[src/rtl/utf16_to_utf8_encoder_defines.svh]
// Assertion macros shared by the UTF-16 to UTF-8 encoder RTL.
`ifndef UTF16_TO_UTF8_ENCODER_DEFINES_SVH
`define UTF16_TO_UTF8_ENCODER_DEFINES_SVH

`ifndef SYNTH

// Checked at every clock edge outside reset.
`define U2U8_ASSERT(lbl, prop) \
  lbl: assert property (@(posedge clk_i) disable iff (!rst_ni) (prop)) \
    else $error("u2u8 assertion failed");

// Checked at every clock edge, reset included.
`define U2U8_ASSERT_ALWAYS(lbl, prop) \
  lbl: assert property (@(posedge clk_i) (prop)) \
    else $error("u2u8 assertion failed");

`else

`define U2U8_ASSERT(lbl, prop)
`define U2U8_ASSERT_ALWAYS(lbl, prop)

`endif

`endif

[src/rtl/u2u8_pkg.sv]
// Shared types, constants and byte-encoding functions of the UTF-16 to UTF-8 encoder.
`timescale 1ns / 1ps

package u2u8_pkg;

  // Upper six bits of a high surrogate (0xd800..0xdbff) and a low one (0xdc00..0xdfff).
  localparam logic [5:0] HighSurrTag = 6'h36;
  localparam logic [5:0] LowSurrTag  = 6'h37;

  // Base of the supplementary planes and the replacement character.
  localparam logic [20:0] SuppBase    = 21'h10000;
  localparam logic [20:0] ReplaceChar = 21'h00fffd;

  // Lead-byte markers and the continuation marker.
  localparam logic [7:0] Lead2Mark = 8'hc0;
  localparam logic [7:0] Lead3Mark = 8'he0;
  localparam logic [7:0] Lead4Mark = 8'hf0;
  localparam logic [7:0] ContMark  = 8'h80;

  // One unit of work for the byte sequencer: an optional U+FFFD for a
  // dropped surrogate, then an optional code point.
  typedef struct packed {
    logic        pre_rep;
    logic        has_cp;
    logic [2:0]  cp_len;
    logic [20:0] cp;
    logic        fin;
  } job_t;

  // Number of UTF-8 bytes a code point takes.
  function automatic logic [2:0] cp_len(input logic [20:0] cp);
    logic [2:0] len;
    if (cp < 21'h80) begin
      len = 3'd1;
    end else if (cp < 21'h800) begin
      len = 3'd2;
    end else if (cp < SuppBase) begin
      len = 3'd3;
    end else begin
      len = 3'd4;
    end
    return len;
  endfunction

  // Byte number idx of the UTF-8 form of a code point of the given length.
  function automatic logic [7:0] enc_byte(input logic [20:0] cp, input logic [2:0] len,
                                          input logic [1:0] idx);
    logic [7:0] b;
    b = cp[7:0];
    case (len)
      3'd2: begin
        b = (idx == 2'd0) ? (Lead2Mark | {3'b000, cp[10:6]}) : (ContMark | {2'b00, cp[5:0]});
      end
      3'd3: begin
        case (idx)
          2'd0:    b = Lead3Mark | {4'b0000, cp[15:12]};
          2'd1:    b = ContMark | {2'b00, cp[11:6]};
          default: b = ContMark | {2'b00, cp[5:0]};
        endcase
      end
      3'd4: begin
        case (idx)
          2'd0:    b = Lead4Mark | {5'b00000, cp[20:18]};
          2'd1:    b = ContMark | {2'b00, cp[17:12]};
          2'd2:    b = ContMark | {2'b00, cp[11:6]};
          default: b = ContMark | {2'b00, cp[5:0]};
        endcase
      end
      default: b = cp[7:0];
    endcase
    return b;
  endfunction

endpackage

[src/rtl/u2u8_front.sv]
// Front end: accepts code units, pairs surrogates and issues byte jobs.
`timescale 1ns / 1ps

module u2u8_front import u2u8_pkg::*; (
  input  logic        clk_i,
  input  logic        rst_ni,
  input  logic [15:0] code_unit_i,
  input  logic        final_unit_i,
  input  logic        push,
  output logic        full,
  input  logic        q_full_i,
  output logic        job_push_o,
  output job_t        job_o
);

  logic       pending_q, pending_d;
  logic [9:0] pend_bits_q, pend_bits_d;
  logic       accept;
  logic       is_high;
  logic       is_low;
  logic [20:0] pair_cp;
  logic [20:0] unit_cp;

  // Input is refused only while the job queue has no room.
  assign full   = q_full_i;
  assign accept = push && !q_full_i;

  // Classify the unit.
  assign is_high = (code_unit_i[15:10] == HighSurrTag);
  assign is_low  = (code_unit_i[15:10] == LowSurrTag);
  assign pair_cp = SuppBase + {1'b0, pend_bits_q, code_unit_i[9:0]};
  assign unit_cp = (is_high || is_low) ? ReplaceChar : {5'b00000, code_unit_i};

  // Build the job for this unit.
  always_comb begin
    job_o.fin = final_unit_i;
    if (pending_q && is_low) begin
      job_o.pre_rep = 1'b0;
      job_o.has_cp  = 1'b1;
      job_o.cp      = pair_cp;
    end else begin
      job_o.pre_rep = pending_q;
      job_o.has_cp  = !(is_high && !final_unit_i);
      job_o.cp      = unit_cp;
    end
    job_o.cp_len = cp_len(job_o.cp);
  end

  // A held high surrogate with nothing before it produces no job.
  assign job_push_o = accept && (job_o.pre_rep || job_o.has_cp);

  // Held surrogate state.
  always_comb begin
    pending_d   = pending_q;
    pend_bits_d = pend_bits_q;
    if (accept) begin
      pending_d   = is_high && !final_unit_i;
      pend_bits_d = (is_high && !final_unit_i) ? code_unit_i[9:0] : 10'd0;
    end
  end

  always_ff @(posedge clk_i or negedge rst_ni) begin
    if (!rst_ni) begin
      pending_q   <= 1'b0;
      pend_bits_q <= 10'd0;
    end else begin
      pending_q   <= pending_d;
      pend_bits_q <= pend_bits_d;
    end
  end

endmodule

[src/rtl/u2u8_jobq.sv]
// Short job queue between the front end and the byte sequencer.
`timescale 1ns / 1ps
`include "utf16_to_utf8_encoder_defines.svh"

module u2u8_jobq import u2u8_pkg::*; #(
  parameter int Depth = 2
) (
  input  logic clk_i,
  input  logic rst_ni,
  input  logic push_i,
  input  job_t wr_job_i,
  output logic full_o,
  input  logic pop_i,
  output logic empty_o,
  output job_t rd_job_o
);

  localparam int PtrW = (Depth > 1) ? $clog2(Depth) : 1;
  localparam int CntW = $clog2(Depth + 1);

  job_t            mem_q [Depth];
  logic [PtrW-1:0] wr_ptr_q, wr_ptr_d;
  logic [PtrW-1:0] rd_ptr_q, rd_ptr_d;
  logic [CntW-1:0] count_q, count_d;

  assign full_o   = (count_q == CntW'(Depth));
  assign empty_o  = (count_q == '0);
  assign rd_job_o = mem_q[rd_ptr_q];

  // Pointer and fill count update.
  always_comb begin
    wr_ptr_d = wr_ptr_q;
    rd_ptr_d = rd_ptr_q;
    count_d  = count_q;
    if (push_i) begin
      wr_ptr_d = (wr_ptr_q == PtrW'(Depth - 1)) ? '0 : wr_ptr_q + 1'b1;
    end
    if (pop_i) begin
      rd_ptr_d = (rd_ptr_q == PtrW'(Depth - 1)) ? '0 : rd_ptr_q + 1'b1;
    end
    if (push_i && !pop_i) begin
      count_d = count_q + 1'b1;
    end else if (pop_i && !push_i) begin
      count_d = count_q - 1'b1;
    end
  end

  always_ff @(posedge clk_i or negedge rst_ni) begin
    if (!rst_ni) begin
      wr_ptr_q <= '0;
      rd_ptr_q <= '0;
      count_q  <= '0;
    end else begin
      wr_ptr_q <= wr_ptr_d;
      rd_ptr_q <= rd_ptr_d;
      count_q  <= count_d;
    end
  end

  // Storage.
  always_ff @(posedge clk_i) begin
    if (push_i) begin
      mem_q[wr_ptr_q] <= wr_job_i;
    end
  end

  `U2U8_ASSERT(a_count_bound, count_q <= CntW'(Depth))
  `U2U8_ASSERT(a_no_pop_empty, empty_o |-> !pop_i)
  `U2U8_ASSERT(a_push_grows, (push_i && !pop_i) |=> (count_q == $past(count_q) + 1'b1))

endmodule

[src/rtl/u2u8_back.sv]
// Back end: expands jobs into UTF-8 bytes, one beat per cycle while the output register is free or taken.
`timescale 1ns / 1ps
`include "utf16_to_utf8_encoder_defines.svh"

module u2u8_back import u2u8_pkg::*; (
  input  logic       clk_i,
  input  logic       rst_ni,
  input  logic       q_empty_i,
  input  job_t       q_job_i,
  output logic       q_pop_o,
  output logic       empty,
  input  logic       pop,
  output logic [7:0] out_byte_o,
  output logic       run_last_o,
  output logic       string_end_o
);

  job_t       cur_job_q, cur_job_d;
  logic       cur_valid_q, cur_valid_d;
  logic       in_pre_q, in_pre_d;
  logic [1:0] idx_q, idx_d;
  logic       out_valid_q, out_valid_d;
  logic [7:0] byte_q, byte_d;
  logic       run_last_q, run_last_d;
  logic       str_end_q, str_end_d;
  logic       advance;
  logic       emit;
  logic       pre_end;
  logic       last_byte;
  logic       load;
  logic [7:0] cur_byte;

  // The output register moves when it is free or being taken.
  assign advance = !out_valid_q || pop;
  assign emit    = advance && cur_valid_q;

  // Current byte and whether it ends the job.
  assign pre_end   = in_pre_q && (idx_q == 2'd2);
  assign last_byte = in_pre_q ? (pre_end && !cur_job_q.has_cp)
                              : ({1'b0, idx_q} == (cur_job_q.cp_len - 3'd1));
  assign cur_byte  = in_pre_q ? enc_byte(ReplaceChar, 3'd3, idx_q)
                              : enc_byte(cur_job_q.cp, cur_job_q.cp_len, idx_q);

  // Fetch the next job as the current one finishes.
  assign load    = !cur_valid_q || (emit && last_byte);
  assign q_pop_o = load && !q_empty_i;

  // Sequencer state.
  always_comb begin
    cur_valid_d = cur_valid_q;
    cur_job_d   = cur_job_q;
    in_pre_d    = in_pre_q;
    idx_d       = idx_q;
    if (load) begin
      cur_valid_d = !q_empty_i;
    end
    if (q_pop_o) begin
      cur_job_d = q_job_i;
      in_pre_d  = q_job_i.pre_rep;
      idx_d     = 2'd0;
    end else if (emit) begin
      if (pre_end) begin
        in_pre_d = 1'b0;
        idx_d    = 2'd0;
      end else begin
        idx_d = idx_q + 2'd1;
      end
    end
  end

  // Output register.
  always_comb begin
    out_valid_d = out_valid_q;
    byte_d      = byte_q;
    run_last_d  = run_last_q;
    str_end_d   = str_end_q;
    if (advance) begin
      out_valid_d = cur_valid_q;
      byte_d      = cur_byte;
      run_last_d  = last_byte;
      str_end_d   = last_byte && cur_job_q.fin;
    end
  end

  always_ff @(posedge clk_i or negedge rst_ni) begin
    if (!rst_ni) begin
      cur_valid_q <= 1'b0;
      in_pre_q    <= 1'b0;
      idx_q       <= 2'd0;
      out_valid_q <= 1'b0;
    end else begin
      cur_valid_q <= cur_valid_d;
      in_pre_q    <= in_pre_d;
      idx_q       <= idx_d;
      out_valid_q <= out_valid_d;
    end
  end

  always_ff @(posedge clk_i) begin
    cur_job_q  <= cur_job_d;
    byte_q     <= byte_d;
    run_last_q <= run_last_d;
    str_end_q  <= str_end_d;
  end

  assign empty        = !out_valid_q;
  assign out_byte_o   = byte_q;
  assign run_last_o   = run_last_q;
  assign string_end_o = str_end_q;

  `U2U8_ASSERT(a_idx_in_range, (cur_valid_q && !in_pre_q) |-> ({1'b0, idx_q} < cur_job_q.cp_len))
  `U2U8_ASSERT(a_pre_from_job, (cur_valid_q && in_pre_q) |-> cur_job_q.pre_rep)
  `U2U8_ASSERT(a_end_is_last, (out_valid_q && str_end_q) |-> run_last_q)

endmodule

[src/rtl/utf16_to_utf8_encoder.sv]
// Top level of the UTF-16 to UTF-8 encoder: front end, job queue and byte sequencer.
`timescale 1ns / 1ps
//
// Channel   Direction  Handshake       Beat
// input     in         push / full     code_unit_i, final_unit_i
// result    out        empty / pop     out_byte_o, run_last_o, string_end_o
//
// A code unit is taken whenever the job queue has room; it
// yields zero to six bytes, and the sequencer emits one byte per cycle
// while the result register is free or being popped.
// The one-byte result register sets the sustained rate.
// Reset clears the held surrogate, the queue and the valid flags of the sequencer and the output register.
// A stalled result side fills the queue (JobDepth jobs) before full rises.

module utf16_to_utf8_encoder import u2u8_pkg::*; #(
  parameter int JobDepth = 2
) (
  input  logic        clk_i,
  input  logic        rst_ni,
  input  logic [15:0] code_unit_i,
  input  logic        final_unit_i,
  input  logic        push,
  output logic        full,
  output logic [7:0]  out_byte_o,
  output logic        run_last_o,
  output logic        string_end_o,
  output logic        empty,
  input  logic        pop
);

  job_t front_job;
  job_t q_job;
  logic job_push;
  logic q_full;
  logic q_empty;
  logic q_pop;

  u2u8_front u_front (
    .clk_i        (clk_i),
    .rst_ni       (rst_ni),
    .code_unit_i  (code_unit_i),
    .final_unit_i (final_unit_i),
    .push         (push),
    .full         (full),
    .q_full_i     (q_full),
    .job_push_o   (job_push),
    .job_o        (front_job)
  );

  u2u8_jobq #(
    .Depth (JobDepth)
  ) u_jobq (
    .clk_i    (clk_i),
    .rst_ni   (rst_ni),
    .push_i   (job_push),
    .wr_job_i (front_job),
    .full_o   (q_full),
    .pop_i    (q_pop),
    .empty_o  (q_empty),
    .rd_job_o (q_job)
  );

  u2u8_back u_back (
    .clk_i        (clk_i),
    .rst_ni       (rst_ni),
    .q_empty_i    (q_empty),
    .q_job_i      (q_job),
    .q_pop_o      (q_pop),
    .empty        (empty),
    .pop          (pop),
    .out_byte_o   (out_byte_o),
    .run_last_o   (run_last_o),
    .string_end_o (string_end_o)
  );

endmodule
[config.mk]
export PLATFORM = sky130hd
export DESIGN_NAME = utf16_to_utf8_encoder
export DESIGN_NICKNAME = d
export VERILOG_FILES = /design/src/rtl/u2u8_pkg.sv /design/src/rtl/u2u8_front.sv /design/src/rtl/u2u8_jobq.sv /design/src/rtl/u2u8_back.sv /design/src/rtl/utf16_to_utf8_encoder.sv
export VERILOG_INCLUDE_DIRS = /design/src /design/src/rtl
export SDC_FILE = /design/constraint.sdc
export NUM_CORES = 1
export LEC_CHECK = 0
export BUFFER_PORTS_ARGS = -buffer_cell sky130_fd_sc_hd__buf_2
export CAP_MARGIN = 40
export CORE_MARGIN = 3
export CORE_UTILIZATION = 50
export DETAILED_ROUTE_END_ITERATION = 10
export PLACE_DENSITY = 0.71
export SLEW_MARGIN = 10
export SYNTH_ARGS = -nofsm -noshare
export SYNTH_HDL_FRONTEND = slang
export SYNTH_SLANG_ARGS = --single-unit
[constraint.sdc]
create_clock -name clk_i -period 2.5 [get_ports clk_i]
set_input_delay 0.5 -clock clk_i [delete_from_list [all_inputs] [get_ports clk_i]]
set_output_delay 0.5 -clock clk_i [all_outputs]
set_load 0.03 [all_outputs]
# After elaboration in Yosys (flattened, before gate mapping)
# Memory sizes are Yosys's and may differ from the RTL's.
# Index checks and enable logic that the tools add are counted.
# totals
ff_bits	56
n_memories	1
output_inout_bits	12
wordCells	93
inputBits	21
ram_bits	54
# classes
add_sub_neg	7
n_reduce_logical	31
n_eq_ne	9
muxes	26
magnitude_cmp	3
# memory_table
memory	words	word_bits	read_ports	rd_ports_with_merged_regs	wr	line	text
u_jobq.mem_q	2	27	1	0	1	u2u8_jobq.sv:21	job_t mem_q [Depth];
# ops
operator	n
$pmux W7 S2	2
$pmux W8 S3	1
$add A17 B20 Y21 const A	1
$lt A21 B12 Y1 const B	1
$lt A21 B17 Y1 const B	1
$lt A21 B8 Y1 const B	1
$mux W21	1
$pmux W7 S3	1
$mux W16	1
$eq A6 B6 Y1 const B	2
$logic_and A1 B1 Y1	12
$mux W2	6
$mux W10	1
$logic_not A1 Y1	9
$mux W3	3
$mux W1	8
$mux W8	1
$mux W7	1
$eq A3 B2 Y1 const B	2
$reduce_bool A2 Y1	3
$add A2 B1 Y2 const B	2
$eq A2 B2 Y1 const B	2
$logic_not A2 Y1	2
$logic_or A1 B1 Y1	4
7 further kinds	8

# Depth between registers and ports, before layout
# depth
ltp_word	10
mapped_depth	12
mapped_depth_nobuf	11

# By module
# Synthesis repeated with hierarchy kept, for this count alone.
# hier_totals
hier_cells	347
hier_area_um2	5096.1
# modules_own_cells
module	instances	cells_per_inst	seq_area_each_um2	area_per_inst_um2
u2u8_jobq	1	100	1721.7	2234.6
u2u8_back	1	164	1206.2	2083.2
u2u8_front	1	83	275.3	778.2

# Least setup slack after synthesis
# OpenSTA, ideal clock, no wires.
# synth_path
path_type	input-to-reg
startpoint	in code_unit_i[13]
endpoint	mem u_jobq.mem_q[0][0] (netlist name), enable pin
arrival_ns	2.418
setup_ns	0.411
setup_slack_ns	-0.329
path_stages	5
n_path_buf	1
required_time_ns	2.089
cell_sequence	clkbuf_1 -> or4b_4 -> nor2_1 -> or2_2 -> nor2_1
# synth_lines
item	line	text
start, declared	utf16_to_utf8_encoder.sv:20	input logic [15:0] code_unit_i,
end, declared	u2u8_jobq.sv:21	

# Worst setup path in the final report
# layout_path
startpoint	reg u_back.cur_job_q[22] (netlist name)
endpoint	reg u_jobq.count_q[1]
# layout_between
elab_chain_cells	9
word_cells_on_any_way	11
cone_classes	1 x add/sub; 1 x eq/ne; 2 x mux; 7 x reduce/logical
# layout_lines
item	line	text
start, declared	u2u8_back.sv:18	job_t cur_job_q, cur_job_d;
start signal, assigned	u2u8_back.sv:100	cur_job_q <= cur_job_d;
$sub A3 B1 Y3 *	u2u8_back.sv:40	: ({1'b0, idx_q} == (cur_job_q.cp_len - 3'd1));
$eq A2 B3 Y1 *	u2u8_back.sv:40	
$mux W1 *	u2u8_back.sv:39	assign last_byte = in_pre_q ? (pre_end && !cur_job_q.has_cp)
$logic_and A1 B1 Y1 *	u2u8_back.sv:45	assign load = !cur_valid_q || (emit && last_byte);
$logic_or A1 B1 Y1 *	u2u8_back.sv:45	
$logic_and A1 B1 Y1 *	u2u8_back.sv:46	assign q_pop_o = load && !q_empty_i;
$logic_not A1 Y1	u2u8_jobq.sv:41	if (push_i && !pop_i) begin
$logic_and A1 B1 Y1	u2u8_jobq.sv:41	
$mux W2 or $reduce_bool A2 Y1 (tied branches)	n/a	
end signal, assigned	u2u8_jobq.sv:56	count_q <= count_d;
end, declared	u2u8_jobq.sv:24	logic [CntW-1:0] count_q, count_d;
# Mark *: on every way between the ends. The rest lies on a longest branch, timed or not.
# A chain may end at the register's enable or synchronous reset.

==> run summary <==
### Timing
* 0 — max-slew violations
* 2.23 ns — minimum clock period
* 0.893 — ratio of final minimum period to clock period
* 0.622 — Rel. slew slack
* 0.561 ns — transition time at the pin with the least slew margin
* 0 — Hold Violations, Final
* 0.448 GHz — f_max
* 0.0905 ns — final hold slack
* 0 — Final setup viols
* 0 ns — Setup TNS Final
* 0.0128 ns — Setup Skew
* false — RSZ-0062 raised after global routing

### Worst setup path
* reg2reg — crit path kind
* flop — Critical Path Sink Type
* flop — startpoint class of the critical path
* 2.49 ns — arrival time of the worst setup path
* 2.76 ns — data required time at the worst endpoint
* 3 — CP Max Fanout

### Global routing
* 0 — Overflow after GRT
* 0.161 — GRT Resource Usage Total
* 2759 — number of global-route vias before repair
* 31 — pin count of the biggest net entering global routing
* 0 — antenna violations before repair
* 14000 um — global-route wire length before repair

### Clock network
* 2 — Bufs on Longest Clock Path
* 0 — count of hold buffers inserted by post-cts repair
* 0.11 ns — clock slew seen by the registers of the worst setup and hold paths
* clkbuf_8 — root buffer selected by CTS
* 0 — post-cts resize count
* 3 — count of H-tree levels built during CTS
* 110 — sink count of the clock tree
* 0 — Post-CTS Repair Setup Buffers
* 9 — total clock buffers created by CTS
* 0.37 ns — worst-skew pair later-pin latency
* yes — TritonCTS clock tree

### Yosys
* 90 — number of synthesized flops with an enable pin
* 0.656 — Seq/Total Area, Yosys
* edfxtp_1, dfrtp_1, mux2_2 — cell types occupying the most area after synthesis
* 0.182 — Async SR Flop Fraction
* edfxtp_1 — predominant post-synthesis flop cell
* 4880 um2 — area of the mapped netlist
* 52 — Yosys cell types
* 0 — yosys synthesis warning count
* 342 — number of standard cells after synthesis
* 369 — number of nets in the synthesized netlist
* 110 — Synth Register Bits
* 14.3 um2 — Avg Cell Area, Syn
* edfxtp_1 — top cell type by total area after synthesis
* 0.554 — top-area cell type share of the netlist area

### Layout
* edfxtp_1 — most common cell after layout, fill and taps aside
* 516 — Finished Layout Cells
* 0 — antenna fix cells
* 0.269 — share of cells above drive strength 1
* 5420 um2 — final design instance area without fill
* edfxtp_1, buf_2, mux2_2, nor2_1, dfrtp_1 — commonest non-fill, non-tap cells in the layout
* 409 — number of nets in the finished design
* 11.1% — layout overhead on the synthesized area

### Outcome
* completed — run status

### Place
* 6140 um — Detail Placement HPWL
* 5220 um2 — Post-Place Cell Area
* 0.818 — Routability Congestion
* 500 — placed cell count
* 32 — Port-buffer cells

### Drt
* 4 — first drt pass iteration count
* 8590 um — routed wire length
* 16.6 um — wire length per cell after detailed routing
* 0 — ANT nets after route
* 2849 — total via count after detailed routing
* 5.52 — post-detailed-route via-to-cell ratio
* 0 — post-detailed-route DRC marker count
* 125 — count of routing violations after the opening detailed-route iteration

### Power
* 1010 nW/um2 — cell area power density
* 0.388 mV — Peak VDD IR
* 2.01 nW — leakage component of the power

### Die
* 35 — row count
* 9370 um2 — core area
* 11000 um2 — total die area
* 33 — number of primary I/O pins
* 0.521 — initial core utilization
* 105 um — height of the die
* 105 um — Die X

### Job
* 0 — Max Cap Violations

### Worst hold path
* in2async — path class of the lowest-slack min-delay path

[per-stage QoR]
step | worst slack, ns | power (W) | util
finish | 0.267 | 0.00545 | 0.579
global route | 0.0973 | 0.00576 | 0.579
CTS | 0.259 | 0.00549 | 0.579
detailed placement | 0.133 | 0.00442 | 0.557
global placement | 0.193 | 0.00437 | 0.557
floorplan | 0.0853 | 0.00398 | -
[cells in the mapped netlist (all sizes together), types with 7 or more instances]
master  instances
nand2b         13
nand2          12
mux2i           7
edfxtp         90
a21boi          7
mux2           30
a21oi           7
clkbuf          7
buf             9
nor2           26
o21ai          10
inv            12
dfrtp          20
a22o           11
[registers in the layout, summed over array words and instances (netlist names)]
name / cells
u_jobq.mem_q: 54
u_back.cur_job_q: 26
u_front.pend_bits_q: 10
u_back.out_byte_o: 8
u_back.idx_q: 2
u_jobq.count_q: 2
u_back.cur_valid_q: 1
u_back.in_pre_q: 1
u_back.out_valid_q: 1
u_back.run_last_o: 1
u_back.string_end_o: 1
u_front.pending_q: 1
u_jobq.rd_ptr_q: 1
u_jobq.wr_ptr_q: 1
[per-layer routing]
layer	up-vias	share of wire	global-route usage
met2	83	0.47	0.254
met3	18	0.042	0.0272
met4	0	0.026	0.0619
met5	-	0	0
met1	1387	0.47	0.226
li1	1361	-	-
[critical path, cell delays in order (launching register included)]
cell	delay, ns
edfxtp_1	0.44
inv_1	0.13
ha_1	0.25
xnor2_1	0.18
nor3_1	0.07
a211o_1	0.30
nor2b_2	0.17
inv_1	0.09
ha_1	0.16
xor2_1	0.15
nor2_1	0.06
xor2_1	0.13
[cell type report]
| type | count | area (um2) |
|---|---|---|
| sequential | 110 | 3200 |
| fill | 766 | 3950 |
| clock inverter | 7 | 78.8 |
| inverter | 12 | 45.0 |
| timing repair buffer | 45 | 258 |
| clock buffer | 9 | 124 |
| multi-input combinational | 204 | 1550 |
| tap | 129 | 161 |
[power breakdown]
part	switching (W)	total [W]	internal [W]	leakage (nW)
clock	0.000603	0.00108	0.000477	0.103
combinational	0.000959	0.00166	0.000705	0.820
sequential	0.000198	0.00271	0.00251	1.09
[final timing paths]
| kind | startpoint | end | slack, ns | cells after the start |
|---|---|---|---|---|
| min reg2reg | u_jobq.count_q[1] | u_jobq.count_q[1] | 0.51 | 1 |
| max | u_back.cur_job_q[22] | u_jobq.count_q[1] | 0.27 | 11 |
| min in group clk_i | code_unit_i[6] | u_front.pend_bits_q[6] | 0.36 | 2 |
| max in group asynchronous | rst_ni | u_front.pend_bits_q[1] | 2.06 | 1 |
| min | rst_ni | u_front.pend_bits_q[2] | 0.09 | 1 |
| max reg2reg | u_back.cur_job_q[22] | u_jobq.count_q[1] | 0.27 | 11 |
[cell families after synthesis]
group           after synthesis  synth area share
buf+inv                      28            0.0269
flops                       110             0.656
mux                          40            0.0974
simple gates                 87            0.0941
xor+xnor                     10            0.0179
fa+ha+maj                     6            0.0154
compound gates               61            0.0920
Note: power is estimated with default switching activity, not from simulation.
